**config.mk**
```make
export PLATFORM = sky130hd
export DESIGN_NAME = spin_tachometer_tracker
export DESIGN_NICKNAME = d
export VERILOG_FILES = /design/src/sv/stt_pkg.sv /design/src/sv/stt_div.sv /design/src/sv/spin_tachometer_tracker.sv
export SDC_FILE = /design/constraint.sdc
export NUM_CORES = 1
export LEC_CHECK = 0
export ABC_AREA = 1
export BUFFER_PORTS_ARGS = -buffer_cell sky130_fd_sc_hd__buf_2
export CAP_MARGIN = 5
export CORE_AREA = 2 2 184 186
export CTS_CLUSTER_SIZE = 30
export DETAILED_ROUTE_END_ITERATION = 12
export DIE_AREA = 0 0 186 188
export GPL_TIMING_DRIVEN = 0
export PLACE_DENSITY = 0.69
export SYNTH_ARGS = -nofsm -noshare
export SYNTH_HDL_FRONTEND = slang
export SYNTH_SLANG_ARGS = --single-unit
```
**constraint.sdc**
```tcl
create_clock -name clk_i -period 5.65 [get_ports clk_i]
set_input_delay 0 -clock clk_i [delete_from_list [all_inputs] [get_ports clk_i]]
set_output_delay 0 -clock clk_i [all_outputs]
set_load 0.05 [all_outputs]
```
**src/sv/stt_pkg.sv**
```systemverilog
// Shared types and constants for the spin tachometer tracker.
// No dependencies; every other file imports this package.
`timescale 1ns / 1ps

package stt_pkg;

  localparam int unsigned MODE_COUNT_DEF = 8;
  localparam int unsigned TIME_BITS_DEF  = 32;

  localparam int unsigned STAMP_W = 32;   // now_ms field width
  localparam int unsigned VAL_W   = 16;   // period, rpm, counts, registers
  localparam int unsigned DIV_STEPS_W = $clog2(VAL_W);
  localparam int unsigned OUT_W   = 104;  // result fields padded to whole bytes

  localparam logic [VAL_W-1:0] RPM_NUM     = 16'd60000;
  localparam logic [VAL_W-1:0] TIMEOUT_RST = 16'd1024;
  localparam logic [VAL_W-1:0] VAL_MAX     = 16'hffff;
  localparam logic [7:0]       LEDS_OFF    = 8'hff;

  typedef enum logic [1:0] {
    REQ_TIME   = 2'd0,
    REQ_PULSE  = 2'd1,
    REQ_BUTTON = 2'd2
  } req_e;

  typedef enum logic [1:0] {
    PH_STILL = 2'd0,
    PH_FIRST = 2'd1,
    PH_RUN   = 2'd2
  } phase_e;

  typedef enum logic [1:0] {
    REG_TIMEOUT    = 2'd0,
    REG_BEST_SPEED = 2'd1,
    REG_BEST_LOOPS = 2'd2
  } reg_e;

  typedef enum logic [1:0] {
    ST_IDLE = 2'd0,
    ST_DIV  = 2'd1,
    ST_PUSH = 2'd2
  } fsm_e;

  // Result word, highest bits first; run_state sits at bit 0.
  typedef struct packed {
    logic [4:0]       pad;
    logic [3:0]       random_pick;
    logic [7:0]       led_pattern;
    logic             led_write;
    logic             save_request;
    logic [VAL_W-1:0] best_loop_count;
    logic [VAL_W-1:0] best_speed_rpm;
    logic [VAL_W-1:0] loop_count;
    logic [VAL_W-1:0] speed_rpm;
    logic [VAL_W-1:0] loop_time_ms;
    logic [2:0]       mode;
    logic [1:0]       run_state;
  } result_t;

  // Active-low mode indicator; modes 8 and up light nothing.
  function automatic logic [7:0] mode_leds(input logic [3:0] m);
    logic [7:0] pat;
    pat = LEDS_OFF;
    if (!m[3]) pat[m[2:0]] = 1'b0;
    return pat;
  endfunction

endpackage

```
**src/sv/stt_div.sv**
```systemverilog
// Bit-serial restoring divider: RPM_NUM / divisor, one quotient bit per cycle.
// Depends on stt_pkg.
`timescale 1ns / 1ps

module stt_div (
  input  logic                      clk_i,
  input  logic                      rst_ni,
  input  logic                      start_i,
  input  logic [stt_pkg::VAL_W-1:0] divisor_i,
  output logic                      busy_o,
  output logic [stt_pkg::VAL_W-1:0] quot_o
);
  import stt_pkg::*;

  logic                   busy_q, busy_d;
  logic [DIV_STEPS_W-1:0] cnt_q, cnt_d;
  logic [VAL_W-1:0]       rem_q, rem_d;
  logic [VAL_W-1:0]       dvd_q, dvd_d;   // dividend out at top, quotient in at bottom
  logic [VAL_W-1:0]       dsr_q, dsr_d;
  logic [VAL_W:0]         trial;
  logic                   fits;

  assign trial = {rem_q, dvd_q[VAL_W-1]};
  assign fits  = trial >= {1'b0, dsr_q};

  always_comb begin
    busy_d = busy_q;
    cnt_d  = cnt_q;
    rem_d  = rem_q;
    dvd_d  = dvd_q;
    dsr_d  = dsr_q;
    if (start_i) begin
      busy_d = 1'b1;
      cnt_d  = '0;
      rem_d  = '0;
      dvd_d  = RPM_NUM;
      dsr_d  = divisor_i;
    end else if (busy_q) begin
      rem_d = fits ? VAL_W'(trial - {1'b0, dsr_q}) : trial[VAL_W-1:0];
      dvd_d = {dvd_q[VAL_W-2:0], fits};
      cnt_d = cnt_q + 1'b1;
      if (cnt_q == DIV_STEPS_W'(VAL_W - 1)) busy_d = 1'b0;
    end
  end

  always_ff @(posedge clk_i or negedge rst_ni) begin
    if (!rst_ni) begin
      busy_q <= 1'b0;
      cnt_q  <= '0;
    end else begin
      busy_q <= busy_d;
      cnt_q  <= cnt_d;
    end
  end

  always_ff @(posedge clk_i) begin
    rem_q <= rem_d;
    dvd_q <= dvd_d;
    dsr_q <= dsr_d;
  end

  assign busy_o = busy_q;
  assign quot_o = dvd_q;

endmodule

```
**src/sv/spin_tachometer_tracker.sv**
```systemverilog
// An accepted item goes from idle to the push state, which writes the
//   output register once it is free; a pulse while running first passes the
//   divide state and the 16-step serial rpm divider. Items are only taken in idle.
// A finished result waits in the output register while the next item is taken.
// Reset (rst_ni, async, active low): tracker still, mode 0, records and
//   timestamps 0, timeout 1024 ms, no result pending.
`timescale 1ns / 1ps

module spin_tachometer_tracker #(
  parameter int unsigned MODE_COUNT = stt_pkg::MODE_COUNT_DEF,  // 2..16
  parameter int unsigned TIME_BITS  = stt_pkg::TIME_BITS_DEF    // 16..32
) (
  input  logic                        clk_i,
  input  logic                        rst_ni,
  // configuration writes
  input  logic                        cfg_we_i,
  input  logic [1:0]                  cfg_addr_i,
  input  logic [stt_pkg::VAL_W-1:0]   cfg_wdata_i,
  // event stream
  input  logic                        s_axis_tvalid,
  output logic                        s_axis_tready,
  input  logic [stt_pkg::STAMP_W-1:0] s_axis_tdata,   // now_ms[31:0]
  input  logic [1:0]                  s_axis_tuser,   // req_type[1:0]
  // result stream
  output logic                        m_axis_tvalid,
  input  logic                        m_axis_tready,
  // run_state[1:0], mode[4:2], loop_time_ms[20:5], speed_rpm[36:21],
  // loop_count[52:37], best_speed_rpm[68:53], best_loop_count[84:69],
  // save_request[85], led_write[86], led_pattern[94:87], random_pick[98:95],
  // zero pad[103:99]
  output logic [stt_pkg::OUT_W-1:0]   m_axis_tdata
);
  import stt_pkg::*;

  localparam int unsigned MODE_W = (MODE_COUNT > 1) ? $clog2(MODE_COUNT) : 1;

  fsm_e                 state_q, state_d;
  phase_e               phase_q, phase_d;
  logic [MODE_W-1:0]    mode_q, mode_d;
  logic [TIME_BITS-1:0] last_q, last_d;
  logic [VAL_W-1:0]     period_q, period_d;
  logic [VAL_W-1:0]     rot_q, rot_d;
  logic [VAL_W-1:0]     rpm_q, rpm_d;
  logic [VAL_W-1:0]     best_spd_q, best_spd_d;
  logic [VAL_W-1:0]     best_lps_q, best_lps_d;
  logic [VAL_W-1:0]     timeout_q, timeout_d;
  logic [3:0]           pick_q, pick_d;

  // per-item flags held until the result is pushed
  logic                 save_q, save_d;
  logic                 lw_q, lw_d;
  logic [7:0]           pat_q, pat_d;

  logic                 out_vld_q, out_vld_d;
  result_t              out_q, out_d;

  logic                 in_xfer, out_free;
  logic [TIME_BITS-1:0] now, gap;
  logic [STAMP_W-1:0]   gap_w;
  logic [VAL_W-1:0]     per;
  logic [MODE_W-1:0]    mode_nxt;
  logic                 div_start, div_busy;
  logic [VAL_W-1:0]     div_quot;

  assign s_axis_tready = (state_q == ST_IDLE);
  assign in_xfer       = s_axis_tvalid && s_axis_tready;
  assign out_free      = !out_vld_q || m_axis_tready;

  // Gap since last pulse, wrapping at the timestamp width; period saturates.
  assign now   = s_axis_tdata[TIME_BITS-1:0];
  assign gap   = now - last_q;
  assign gap_w = STAMP_W'(gap);
  assign per   = (|gap_w[STAMP_W-1:VAL_W]) ? VAL_MAX : gap_w[VAL_W-1:0];

  assign mode_nxt = (mode_q == MODE_W'(MODE_COUNT - 1)) ? '0 : mode_q + 1'b1;

  stt_div u_div (
    .clk_i     (clk_i),
    .rst_ni    (rst_ni),
    .start_i   (div_start),
    .divisor_i ((per == '0) ? VAL_W'(1) : per),
    .busy_o    (div_busy),
    .quot_o    (div_quot)
  );

  always_comb begin
    state_d    = state_q;
    phase_d    = phase_q;
    mode_d     = mode_q;
    last_d     = last_q;
    period_d   = period_q;
    rot_d      = rot_q;
    rpm_d      = rpm_q;
    best_spd_d = best_spd_q;
    best_lps_d = best_lps_q;
    timeout_d  = timeout_q;
    pick_d     = pick_q;
    save_d     = save_q;
    lw_d       = lw_q;
    pat_d      = pat_q;
    out_vld_d  = out_vld_q;
    out_d      = out_q;
    div_start  = 1'b0;

    if (out_vld_q && m_axis_tready) out_vld_d = 1'b0;

    // Config must arrive only in idle; unchecked, it can meet an event update.
    if (cfg_we_i) begin
      case (reg_e'(cfg_addr_i))
        REG_TIMEOUT:    timeout_d  = cfg_wdata_i;
        REG_BEST_SPEED: best_spd_d = cfg_wdata_i;
        REG_BEST_LOOPS: best_lps_d = cfg_wdata_i;
        default: ;
      endcase
    end

    case (state_q)
      ST_IDLE: begin
        if (in_xfer) begin
          save_d  = 1'b0;
          lw_d    = 1'b0;
          pat_d   = '0;
          state_d = ST_PUSH;
          case (req_e'(s_axis_tuser))
            REQ_TIME: begin
              if (phase_q != PH_STILL && gap_w > STAMP_W'(timeout_q)) begin
                phase_d = PH_STILL;
                lw_d    = 1'b1;
                pat_d   = mode_leds(4'(mode_q));
                if (rpm_q > best_spd_q || rot_q > best_lps_q) begin
                  best_spd_d = rpm_q;
                  best_lps_d = rot_q;
                  save_d     = 1'b1;
                end
              end
            end
            REQ_BUTTON: begin
              if (phase_q == PH_STILL) begin
                mode_d = mode_nxt;
                lw_d   = 1'b1;
                pat_d  = mode_leds(4'(mode_nxt));
              end
            end
            REQ_PULSE: begin
              last_d = now;
              case (phase_q)
                PH_STILL: begin
                  lw_d    = 1'b1;
                  pat_d   = LEDS_OFF;
                  phase_d = PH_FIRST;
                end
                PH_FIRST: begin
                  phase_d  = PH_RUN;
                  period_d = per;
                  rot_d    = VAL_W'(1);
                  pick_d   = s_axis_tdata[3:0];
                end
                default: begin
                  period_d  = per;
                  if (rot_q != VAL_MAX) rot_d = rot_q + 1'b1;
                  div_start = 1'b1;
                  state_d   = ST_DIV;
                end
              endcase
            end
            default: ;  // unused request code: report state unchanged
          endcase
        end
      end
      ST_DIV: begin
        if (!div_busy) begin
          rpm_d   = div_quot;
          state_d = ST_PUSH;
        end
      end
      ST_PUSH: begin
        if (out_free) begin
          out_d.pad             = '0;
          out_d.random_pick     = pick_q;
          out_d.led_pattern     = pat_q;
          out_d.led_write       = lw_q;
          out_d.save_request    = save_q;
          out_d.best_loop_count = best_lps_q;
          out_d.best_speed_rpm  = best_spd_q;
          out_d.loop_count      = rot_q;
          out_d.speed_rpm       = rpm_q;
          out_d.loop_time_ms    = period_q;
          out_d.mode            = 3'(mode_q);
          out_d.run_state       = phase_q;
          out_vld_d             = 1'b1;
          state_d               = ST_IDLE;
        end
      end
      default: state_d = ST_IDLE;
    endcase
  end

  always_ff @(posedge clk_i or negedge rst_ni) begin
    if (!rst_ni) begin
      state_q    <= ST_IDLE;
      phase_q    <= PH_STILL;
      mode_q     <= '0;
      last_q     <= '0;
      period_q   <= '0;
      rot_q      <= '0;
      rpm_q      <= '0;
      best_spd_q <= '0;
      best_lps_q <= '0;
      timeout_q  <= TIMEOUT_RST;
      pick_q     <= '0;
      out_vld_q  <= 1'b0;
    end else begin
      state_q    <= state_d;
      phase_q    <= phase_d;
      mode_q     <= mode_d;
      last_q     <= last_d;
      period_q   <= period_d;
      rot_q      <= rot_d;
      rpm_q      <= rpm_d;
      best_spd_q <= best_spd_d;
      best_lps_q <= best_lps_d;
      timeout_q  <= timeout_d;
      pick_q     <= pick_d;
      out_vld_q  <= out_vld_d;
    end
  end

  always_ff @(posedge clk_i) begin
    save_q <= save_d;
    lw_q   <= lw_d;
    pat_q  <= pat_d;
    out_q  <= out_d;
  end

  assign m_axis_tvalid = out_vld_q;
  assign m_axis_tdata  = out_q;

endmodule

```
# After elaboration in Yosys (flattened, before gate mapping)
# Cells that the tools add are included.
# totals
inputBits,57
output_inout_bits,106
wordCells,147
register_bits,302
# classes
magnitude_cmp,8
eq_ne,15
n_bitwise,4
muxes,52
n_reduce_logical,32
addsub,5
# ops
operator,n
$mux 16,17
$gt 16x16->1,2
$gt 32x16->1,1
$pmux 16 s2,1
$sub 32x32->32,1
$mux 8,3
$pmux 8 s3,1
$ge 17x16->1,1
$add 16x1->16 const B,1
$logic_not 16->1,1
$ne 16x16->1 const B,1
$not 8->8,2
$reduce_or 16->1,1
$sub 16x16->16,1
$mux 1,15
$mux 2,6
$reduce_and 4->1,3
$reduce_and 2->1,5
$reduce_and 5->1,2
$eq 2x1->1 const B,4
$logic_not 2->1,4
$lt 3x4->1 const B,2
$mux 4,2
$pmux 2 s2,2
other kinds (20),37

# Longest topological paths before layout
# Gate-level depths: netlist of run 1.
# depth
ltp_word,9
ltp_mapped,25
depth_no_buf,25

# By module
# Synthesis of run 1 repeated with hierarchy kept, for this count alone.
# hier_totals
cells_unflattened,2058
area_unflattened_um2,16844.9
# by_module_without_submodules
mod,instances,seq_area_each_um2,area_per_inst_um2,cells_each
spin_tachometer_tracker,1,6777.8,13710.6,1645
stt_div,1,1246.2,3134.3,413

# Worst setup path before layout of run 1
# No wires, ideal clock.
# synth_path
path_type,reg-to-reg
start,register out_vld_q (netlist: m_axis_tvalid)
end,"register out_q (netlist bit m_axis_tdata[0]), enable pin"
path_slack_ns,0.246
t_arrival_ns,4.845
stages_incl_launch_ff,4
required_ns,5.091
setup_time_ns,0.559
n_path_buf,0
synth_period_minus_slack_ns,5.404
path_cell_list,dfrtp_1 -> inv_1 -> nor2_1 -> nor2_1
# synth_via
elab_chain_cells,3
# synth_rtl
element,line,text
start: declaration,spin_tachometer_tracker.sv:54,"logic out_vld_q, out_vld_d;"
start signal: assignment,spin_tachometer_tracker.sv:224,out_vld_q <= out_vld_d;
$logic_not 1->1,spin_tachometer_tracker.sv:67,assign out_free = !out_vld_q || m_axis_tready;
$logic_or 1x1->1,spin_tachometer_tracker.sv:67,
$reduce_and 2->1 (no line),n/a,
end signal: assignment,spin_tachometer_tracker.sv:232,out_q <= out_d;
end: declaration,spin_tachometer_tracker.sv:55,"result_t out_q, out_d;"
# No other way between the ends.
# A chain may end at the register's enable or synchronous reset.

# Worst setup path after layout of run 1
# layout_path
start,register last_q[0]
end,register best_lps_q[5]
# layout_via
elab_chain_cells,7
# layout_rtl
element,line,text
start: declaration,spin_tachometer_tracker.sv:40,"logic [TIME_BITS-1:0] last_q, last_d;"
start signal: assignment,spin_tachometer_tracker.sv:216,last_q <= last_d;
$sub 32x32->32,spin_tachometer_tracker.sv:71,assign gap = now - last_q;
$gt 32x16->1,spin_tachometer_tracker.sv:126,if (phase_q != PH_STILL && gap_w > STAMP_W'(timeout_q)) begin
$logic_and 1x1->1,spin_tachometer_tracker.sv:126,
$mux 16,spin_tachometer_tracker.sv:126,
$mux 16,spin_tachometer_tracker.sv:124,case (req_e'(s_axis_tuser))
$mux 16,spin_tachometer_tracker.sv:119,if (in_xfer) begin
$mux 16,spin_tachometer_tracker.sv:117,case (state_q)
via best_lps_d[5],spin_tachometer_tracker.sv:45,"logic [VAL_W-1:0] best_lps_q, best_lps_d;"
end signal: assignment,spin_tachometer_tracker.sv:221,best_lps_q <= best_lps_d;
end: declaration,spin_tachometer_tracker.sv:45,
# The timed path passes the listed nets, and every way through them passes these cells.

==> key figures, run 1 <==
Status
  – Status: finished, final reports clean

Critical path
  – Critical path startpoint category: flip-flop
  – CP bufs+invs: 3
  – Crit path to: best_lps_q[5]
  – Critical path depth: 22
  – CP max FO: 10
  – Setup slack, reg-to-reg: between 1.5 and 2 ns
  – FF-to-FF End: best_lps_q[5]
  – Cell Chain, Critical Path: ha_1 -> inv_1 -> fa_1 -> nand2_1 -> nand3_1 -> nand3_1 -> nand2_1 -> xor2_1 -> ha_1 -> nand2_1 -> inv_1 -> nand3_1 -> nor3_1 -> nand2_1 -> o2111ai_1 -> nand2_1 -> nand4_1 -> nand3_1 -> nor2_2 -> buf_2 -> nand2_1 -> nand2_1
  – Worst r2r src: last_q[0]
  – CP startpoint: last_q[0]
  – CP Class: flip-flop to flip-flop
  – Max incr delay on CP: ~0.45 ns
  – Worst EP arrival: 4.64 ns
  – Slowest CP cell: fa_1
  – Required time of the critical path: roughly 6.2 ns
  – Most used cell, CP: nand2_1
  – CP top delay family: simple AND/OR/NAND/NOR gates
  – Reg2Reg Depth: 22
  – Critical Path End Type: flip-flop

Logic synthesis
  – Synth area leader: edfxtp_1
  – Main flop type after synthesis: dfrtp_1
  – Syn Std Cell Area: about 16000 µm²
  – Seq/Total Area, Yosys: 0.4931
  – Yosys cell types: 55
  – Yosys warns: 0
  – Number of synthesized flops with an enable pin: 125
  – Top area cells in the synthesized netlist: edfxtp_1 (23%), dfrtp_1 (22%), nand2_1 (13%), ha_1 (7.9%), inv_1 (7.6%)
  – Ys async rst share: 0.4801
  – Post-Synthesis Cells: between 1500 and 2000
  – Syn_area_per_cell: slightly above 8 µm²
  – Yosys reg bits: slightly above 300
  – Synth top area share: 0.2307

Route
  – Initial DRC count: around 830
  – Vias: roughly 14000
  – Remaining antenna violation count: 0
  – Vias per inst: slightly above 5
  – Number of detailed-route iterations in the first pass: 5
  – Post-route DRC violation count: 0
  – Total wire length: between 40000 and 50000 µm
  – Wire per inst: 15.62 µm

Clock tree
  – TritonCTS buffer count: 31
  – Clk_lat worst skew: 0.58 ns
  – Setup Fix Bufs, Post-CTS: 0
  – CTS root buf: clkbuf_16
  – CTS tree: yes
  – Max clock buf depth: 3
  – Clk slew on worst S/H paths: around 0.07 ns
  – Clk sinks: between 300 and 400
  – CTS H-tree lvls: 1

Floorplanning
  – Die ar.: approximately 35000 µm²
  – Initial Util: 0.4914
  – Chip Width: about 190 µm
  – Die H: approximately 190 µm
  – Top Ports: 163
  – Row cnt: 67
  – Core area: approximately 33000 µm²

Cells and area
  – Layout area overhead: 19.06%
  – Layout Cells excl Fill: 2698
  – Share of layout cells above drive strength 1: 0.1187
  – Final Net Count: around 2400
  – Diodes inserted: 0
  – Max FFs per register: just under 100
  – Fin area: 19370 µm²

Place
  – Placed insts: 2585
  – HPWL Detailed: between 30000 and 40000 µm
  – Port Buffer Count: 157
  – Placed cell area: 17730 µm²
  – RePlAce Congestion: 0.9585
  – DP Worst Slack: approximately 1.6 ns

Global route
  – Vias in the first global route: ~13000
  – GRT Util Overall: 0.2440
  – First-pass GRT wire length: 67560 µm
  – Largest net degree at the start of global routing: 96
  – Total grt overflow: 0
  – Initial antenna violation count: 0

STA
  – Slew @ Worst Pin: around 0.63 ns
  – Max Transition Viols Final: 0
  – Final worst slack: approximately 1.5 ns
  – Fmax: 242.3 MHz
  – Rel. slew slack: 0.5798
  – RSZ-0062 raised after global routing: no
  – Fin Setup TNS: 0 ns
  – Final Cycle Share: 0.7305
  – Tmin final: 4.127 ns
  – Setup Viol. Count Final: 0
  – Fin. Hold Viols: 0
  – Worst Skew: 0.02493 ns

Power and ir drop
  – PwrDens: 553.9 nW/µm²
  – Power, Total: between 10 and 15 mW
  – Worst VDD drop: around 0.28 mV
  – Leakage: 9.564 nW

Min path
  – Worst hold path startpoint: cfg_we_i
  – Hold Crit Class: input port to flip-flop

Flow run
  – Maxcap violations: 0
==> stage by stage <==
stage,hold WS [ns],util
finish,0.02103,0.5851
CTS,0.003590,0.5850
global placement,0.1984,0.5325
detailed placement,-0.007239,0.5356
global route,0.07362,0.5851
floorplan,-0.2956,-
==> cell usage after synthesis (19+ instances only) <==
| cell type | count |
|---|---|
| nand2_1 | 583 |
| inv_1 | 331 |
| dfrtp_1 | 144 |
| o21ai_0 | 127 |
| edfxtp_1 | 125 |
| nor2_1 | 125 |
| ha_1 | 103 |
| nand3_1 | 85 |
| a21oi_1 | 82 |
| dfxtp_1 | 32 |
| clkbuf_1 | 30 |
| nand4_1 | 26 |
| nor3_1 | 19 |
==> layout by cell type, fill, tap and decap left out, drive strengths merged, types with 27 or more instances in the layout <==
cell type      n
inv          336
nand2        591
nand4         27
nand3         91
nor2         134
clkbuf        68
a21oi         83
ha           103
dfrtp        144
dfxtp         32
buf          179
o21ai        130
edfxtp       125
dlygate4sd3   54
==> cell type report <==
cell class,count,area (µm²)
well taps,448,560.5
clock buffers,38,822.0
multi-input cells,1290,6777
plain buffers,47,230.2
flip-flops and latches,302,8024
clock inverters,20,247.7
repair buffers,216,1448
inverters,337,1265
fillers,2974,13740
==> per-layer routing <==
metal	track usage	up-vias	part of all wire
li1	-	6867	-
met2	0.4234	433	0.49
met4	0.07238	0	0.029
met3	0.02525	79	0.051
met1	0.3216	6409	0.43
met5	0	-	0
==> how the worst min path moves through the flow <==
stage,slack (ns),end,depth (start not counted)
after floorplan,-0.30,best_lps_q[0],0
after global placement,0.20,m_axis_tvalid,2
after detailed placement,-0.007,pick_q[0],1
after CTS,0.004,best_spd_q[0],6
after global routing,0.07,best_spd_q[0],6
final,0.02,best_spd_q[0],6
==> worst min-delay path: stages <==
cell and delay [ns]:
buf_2 0.10, nand2_1 0.16, nand2_1 0.10, o21ai_0 0.07, nand2_1 0.06, nand2_1 0.05
==> kinds of logic (layout without fill, tap and decap cells) <==
| family | count (synthesis) | in the layout | share of synthesized area |
|---|---|---|---|
| other | 1 | 5 | 0.0002305 |
| buffers and inverters | 384 | 658 | 0.09181 |
| adders and majority gates | 105 | 105 | 0.08166 |
| AOI/OAI and AO/OA | 271 | 271 | 0.09227 |
| DFF | 302 | 302 | 0.4931 |
| muxes | 4 | 4 | 0.002768 |
| xor gates and xnor gates | 19 | 19 | 0.01023 |
| and+or+nand+nor | 886 | 886 | 0.2279 |
==> where the power goes <==
| part | leakage (nW) | internal [mW] | switching, mW |
|---|---|---|---|
| clock network | 0.522 | 1.27 | 0.874 |
| logic | 5.81 | 1.53 | 3.50 |
| registers | 3.23 | 3.13 | 0.426 |
| total | 9.56 | 5.93 | 4.80 |
==> what timing repair did <==
item	CTS	global route
gates resized for setup	0	0
hold endpoints to repair	231	0
hold buffers	55	0
(Power assumes the default switching activity.)
==> run 2, diff against run 1 <==
PLACE_DENSITY = 0.67   (was 0.69)
clock period = 4.1 ns   (was 5.65 ns; I/O delays follow)
==> key figures, run 2 (synthesized netlist as in run 1, its figures left out) <==
Global route
  – First-pass GRT wire length: 67850 µm (was 67560 µm)
  – Total grt overflow: 0 (unchanged)
  – Vias in the first global route: 13380 (was 13390)
  – Largest net degree at the start of global routing: 87 (was 96)
  – Initial antenna violation count: 0 (unchanged)
  – GRT Util Overall: 0.2460 (was 0.2440)

Power and ir drop
  – Clock Power Share: 0.199 (was 0.200)
  – Power share of the combinational group: 0.470 (was 0.469)
  – Reg power frac: 0.331 (was 0.332)
  – Int Power: 8.135 mW (was 5.933 mW)
  – Worst VDD drop: 0.4197 mV (was 0.2845 mV)
  – Leakage: 9.564 nW (about the same)
  – Switch Pwr: 6.651 mW (was 4.799 mW)
  – PwrDens: 762.4 nW/µm² (was 553.9 nW/µm²)
  – Sw Share: 0.4498 (was 0.4472)

Critical path
  – Required time of the critical path: 4.55 ns (was 6.16 ns)
  – Critical path startpoint category: flip-flop (unchanged)
  – CP max FO: 10 (unchanged)
  – Worst EP arrival: 4.35 ns (was 4.64 ns)
  – Cell Chain, Critical Path: ha_1 -> inv_1 -> fa_2 -> nand2_1 -> inv_1 -> nand2_1 -> nand3_2 -> nand2_1 -> nand2_2 -> xor2_1 -> ha_1 -> a21oi_1 -> o21a_1 -> o2111ai_1 -> nand2_1 -> nand4_1 -> nand3_2 -> nor2_4 -> clkbuf_4 -> nand2_1 -> nand2_1 (was ha_1 -> inv_1 -> fa_1 -> nand2_1 -> nand3_1 -> nand3_1 -> nand2_1 -> xor2_1 -> ha_1 -> nand2_1 -> inv_1 -> nand3_1 -> nor3_1 -> nand2_1 -> o2111ai_1 -> nand2_1 -> nand4_1 -> nand3_1 -> nor2_2 -> buf_2 -> nand2_1 -> nand2_1)
  – CP bufs+invs: 3 (unchanged)
  – CP Class: flip-flop to flip-flop (unchanged)
  – Slowest CP cell: fa_2 (was fa_1)
  – Critical Path End Type: flip-flop (unchanged)
  – Max incr delay on CP: 0.40 ns (was 0.45 ns)
  – CP top delay family: simple AND/OR/NAND/NOR gates (unchanged)
  – Most used cell, CP: nand2_1 (unchanged)

Clock tree
  – Clk slew on worst S/H paths: 0.06 ns (was 0.07 ns)
  – CTS root buf: clkbuf_16 (unchanged)
  – Max clock buf depth: 3 (unchanged)
  – Clk_lat worst skew: 0.52 ns (was 0.58 ns)
  – CTS H-tree lvls: 2 (was 1)
  – Clk sinks: 302 (unchanged)
  – TritonCTS buffer count: 34 (was 31)
  – CTS tree: yes (unchanged)

Cells and area
  – Most frequent cells in the layout: nand2_1 (583), inv_1 (331), buf_2 (159) (was nand2_1 (583), inv_1 (331), buf_2 (162))
  – Max FFs per register: 99 (unchanged)
  – Layout area overhead: 19.20% (was 19.06%)
  – Diodes inserted: 0 (unchanged)
  – Final core utilization: 0.5858 (was 0.5851)
  – Final Net Count: 2388 (was 2387)
  – Share of layout cells above drive strength 1: 0.1226 (was 0.1187)
  – Most common cell after layout, fill and taps aside: nand2_1 (unchanged)

STA
  – Slew @ Worst Pin: 0.8646 ns (was 0.6280 ns)
  – Final worst slack: 0.2012 ns (was 1.523 ns)
  – RSZ-0062 raised after global routing: no (unchanged)
  – Tmin final: 3.899 ns (was 4.127 ns)
  – Rel. slew slack: 0.4222 (was 0.5798)
  – Worst Skew: 0.01419 ns (was 0.02493 ns)
  – Max Transition Viols Final: 0 (unchanged)
  – Fmax: 256.5 MHz (was 242.3 MHz)
  – Setup Viol. Count Final: 0 (unchanged)
  – Fin. Hold Viols: 0 (unchanged)
  – Final Cycle Share: 0.9509 (was 0.7305)

Route
  – Number of detailed-route iterations in the first pass: 7 (was 5)
  – Post-route DRC violation count: 0 (unchanged)
  – Wire per inst: 15.68 µm (was 15.62 µm)
  – Remaining antenna violation count: 0 (unchanged)
  – Vias per inst: 5.115 (was 5.110)
  – Vias: 13810 (was 13790)
  – Total wire length: 42350 µm (was 42150 µm)
  – Initial DRC count: 799 (was 828)

Floorplanning
  – Chip Width: 186 µm (unchanged)
  – Core area: 33110 µm² (unchanged)
  – Die H: 188 µm (unchanged)
  – Die ar.: 34970 µm² (unchanged)
  – Initial Util: 0.4914 (unchanged)
  – Top Ports: 163 (unchanged)
  – Row cnt: 67 (unchanged)

Min path
  – Hold Crit Class: input port to async pin (was input port to flip-flop)

Place
  – HPWL Detailed: 32240 µm (was 32220 µm)
  – DP Worst Slack: -0.02345 ns (was 1.639 ns)
  – RePlAce Congestion: 0.9144 (was 0.9585)
  – Port Buffer Count: 157 (unchanged)

Status
  – Status: finished, final reports clean (unchanged)

Flow run
  – Maxcap violations: 0 (unchanged)
-- run 2: cell count changes in the layout (fill, tap and decap cells not counted), sizes merged --
cell         previous run  this run
dlygate4sd3            54        53
buf                   179       176
clkbuf                 68        77
inv                   336       337
bufinv                  5         1
-- run 2: per-layer routing --
metal / GRT usage / vias to the layer above / wire length (µm)
met3: 0.02836 / 96 / 2112
met1: 0.3171 / 6467 / 18030
met5: 0 / - / 0
met2: 0.4252 / 387 / 20800
met4: 0.08813 / 0 / 1398
li1: - / 6861 / -
-- run 2: worst reg2reg max path: stages (launching register included) --
cell and delay, ns:
dfrtp_1 0.36, ha_1 0.15, inv_1 0.09, fa_2 0.40
nand2_1 0.08, inv_1 0.05, nand2_1 0.07, nand3_2 0.17
nand2_1 0.12, nand2_2 0.09, xor2_1 0.36, ha_1 0.23
a21oi_1 0.08, o21a_1 0.17, o2111ai_1 0.18, nand2_1 0.13
nand4_1 0.28, nand3_2 0.18, nor2_4 0.26, clkbuf_4 0.27
nand2_1 0.07, nand2_1 0.07
-- run 2: cell type report --
cell class | instances | area (µm²)
clock inverters | 17 | 141.4
inverters | 337 | 1265
repair buffers | 214 | 1398
well taps | 448 | 560.5
fillers | 2974 | 13720
multi-input cells | 1290 | 6823
flip-flops and latches | 302 | 8024
clock buffers | 45 | 943.4
plain buffers | 47 | 241.5
-- run 2: metrics by stage --
| step | hold slack (ns) | setup TNS, ns | total power, mW | area [µm²] | instances |
|---|---|---|---|---|---|
| after global routing | 0.08993 | 0 | 15.93 | 19400 | 2700 |
| after global placement | 0.2051 | -54.36 | 11.59 | 17640 | 2581 |
| final | 0.03360 | 0 | 14.79 | 19400 | 2700 |
| after detailed placement | 0.02471 | -0.1385 | 11.76 | 17710 | 2584 |
| after CTS | 0.04551 | 0 | 14.81 | 19340 | 2699 |
| after floorplan | -0.2956 | 0 | 9.942 | 16290 | 1976 |
-- run 2: final timing paths --
kind / from / endpoint / slack, ns / cells after the start
worst max register to register: last_q[0] / best_spd_q[8] / 0.20 / 21
min in group clk_i: cfg_we_i / best_spd_q[0] / 0.04 / 6
max in group asynchronous: rst_ni / timeout_q[10] / 3.19 / 3
worst max-delay path: last_q[0] / best_spd_q[8] / 0.20 / 21
worst min register to register: pat_q[3] / m_axis_tdata[90] / 0.42 / 0
worst min-delay path: rst_ni / rot_q[5] / 0.03 / 2
-- run 2: what timing repair did --
| action | CTS | global route |
|---|---|---|
| endpoints found under the setup margin | 30 | 31 |
| hold buffers | 53 | 0 |
| hold endpoints to repair | 145 | 0 |
| setup buffers | 0 | 1 |
| pin swaps | 0 | 2 |
| gates resized for setup | 1 | 12 |
-- run 2: power groups by stage --
stage | Clock, mW | Sequential (mW) | Combinational (mW)
global placement | 0 | 4.98 | 6.61
CTS | 3.00 | 4.91 | 6.90
detailed placement | 0 | 4.96 | 6.81
floorplan | 0 | 5.95 | 3.99
finish | 2.94 | 4.90 | 6.94
global route | 3.11 | 5.01 | 7.81
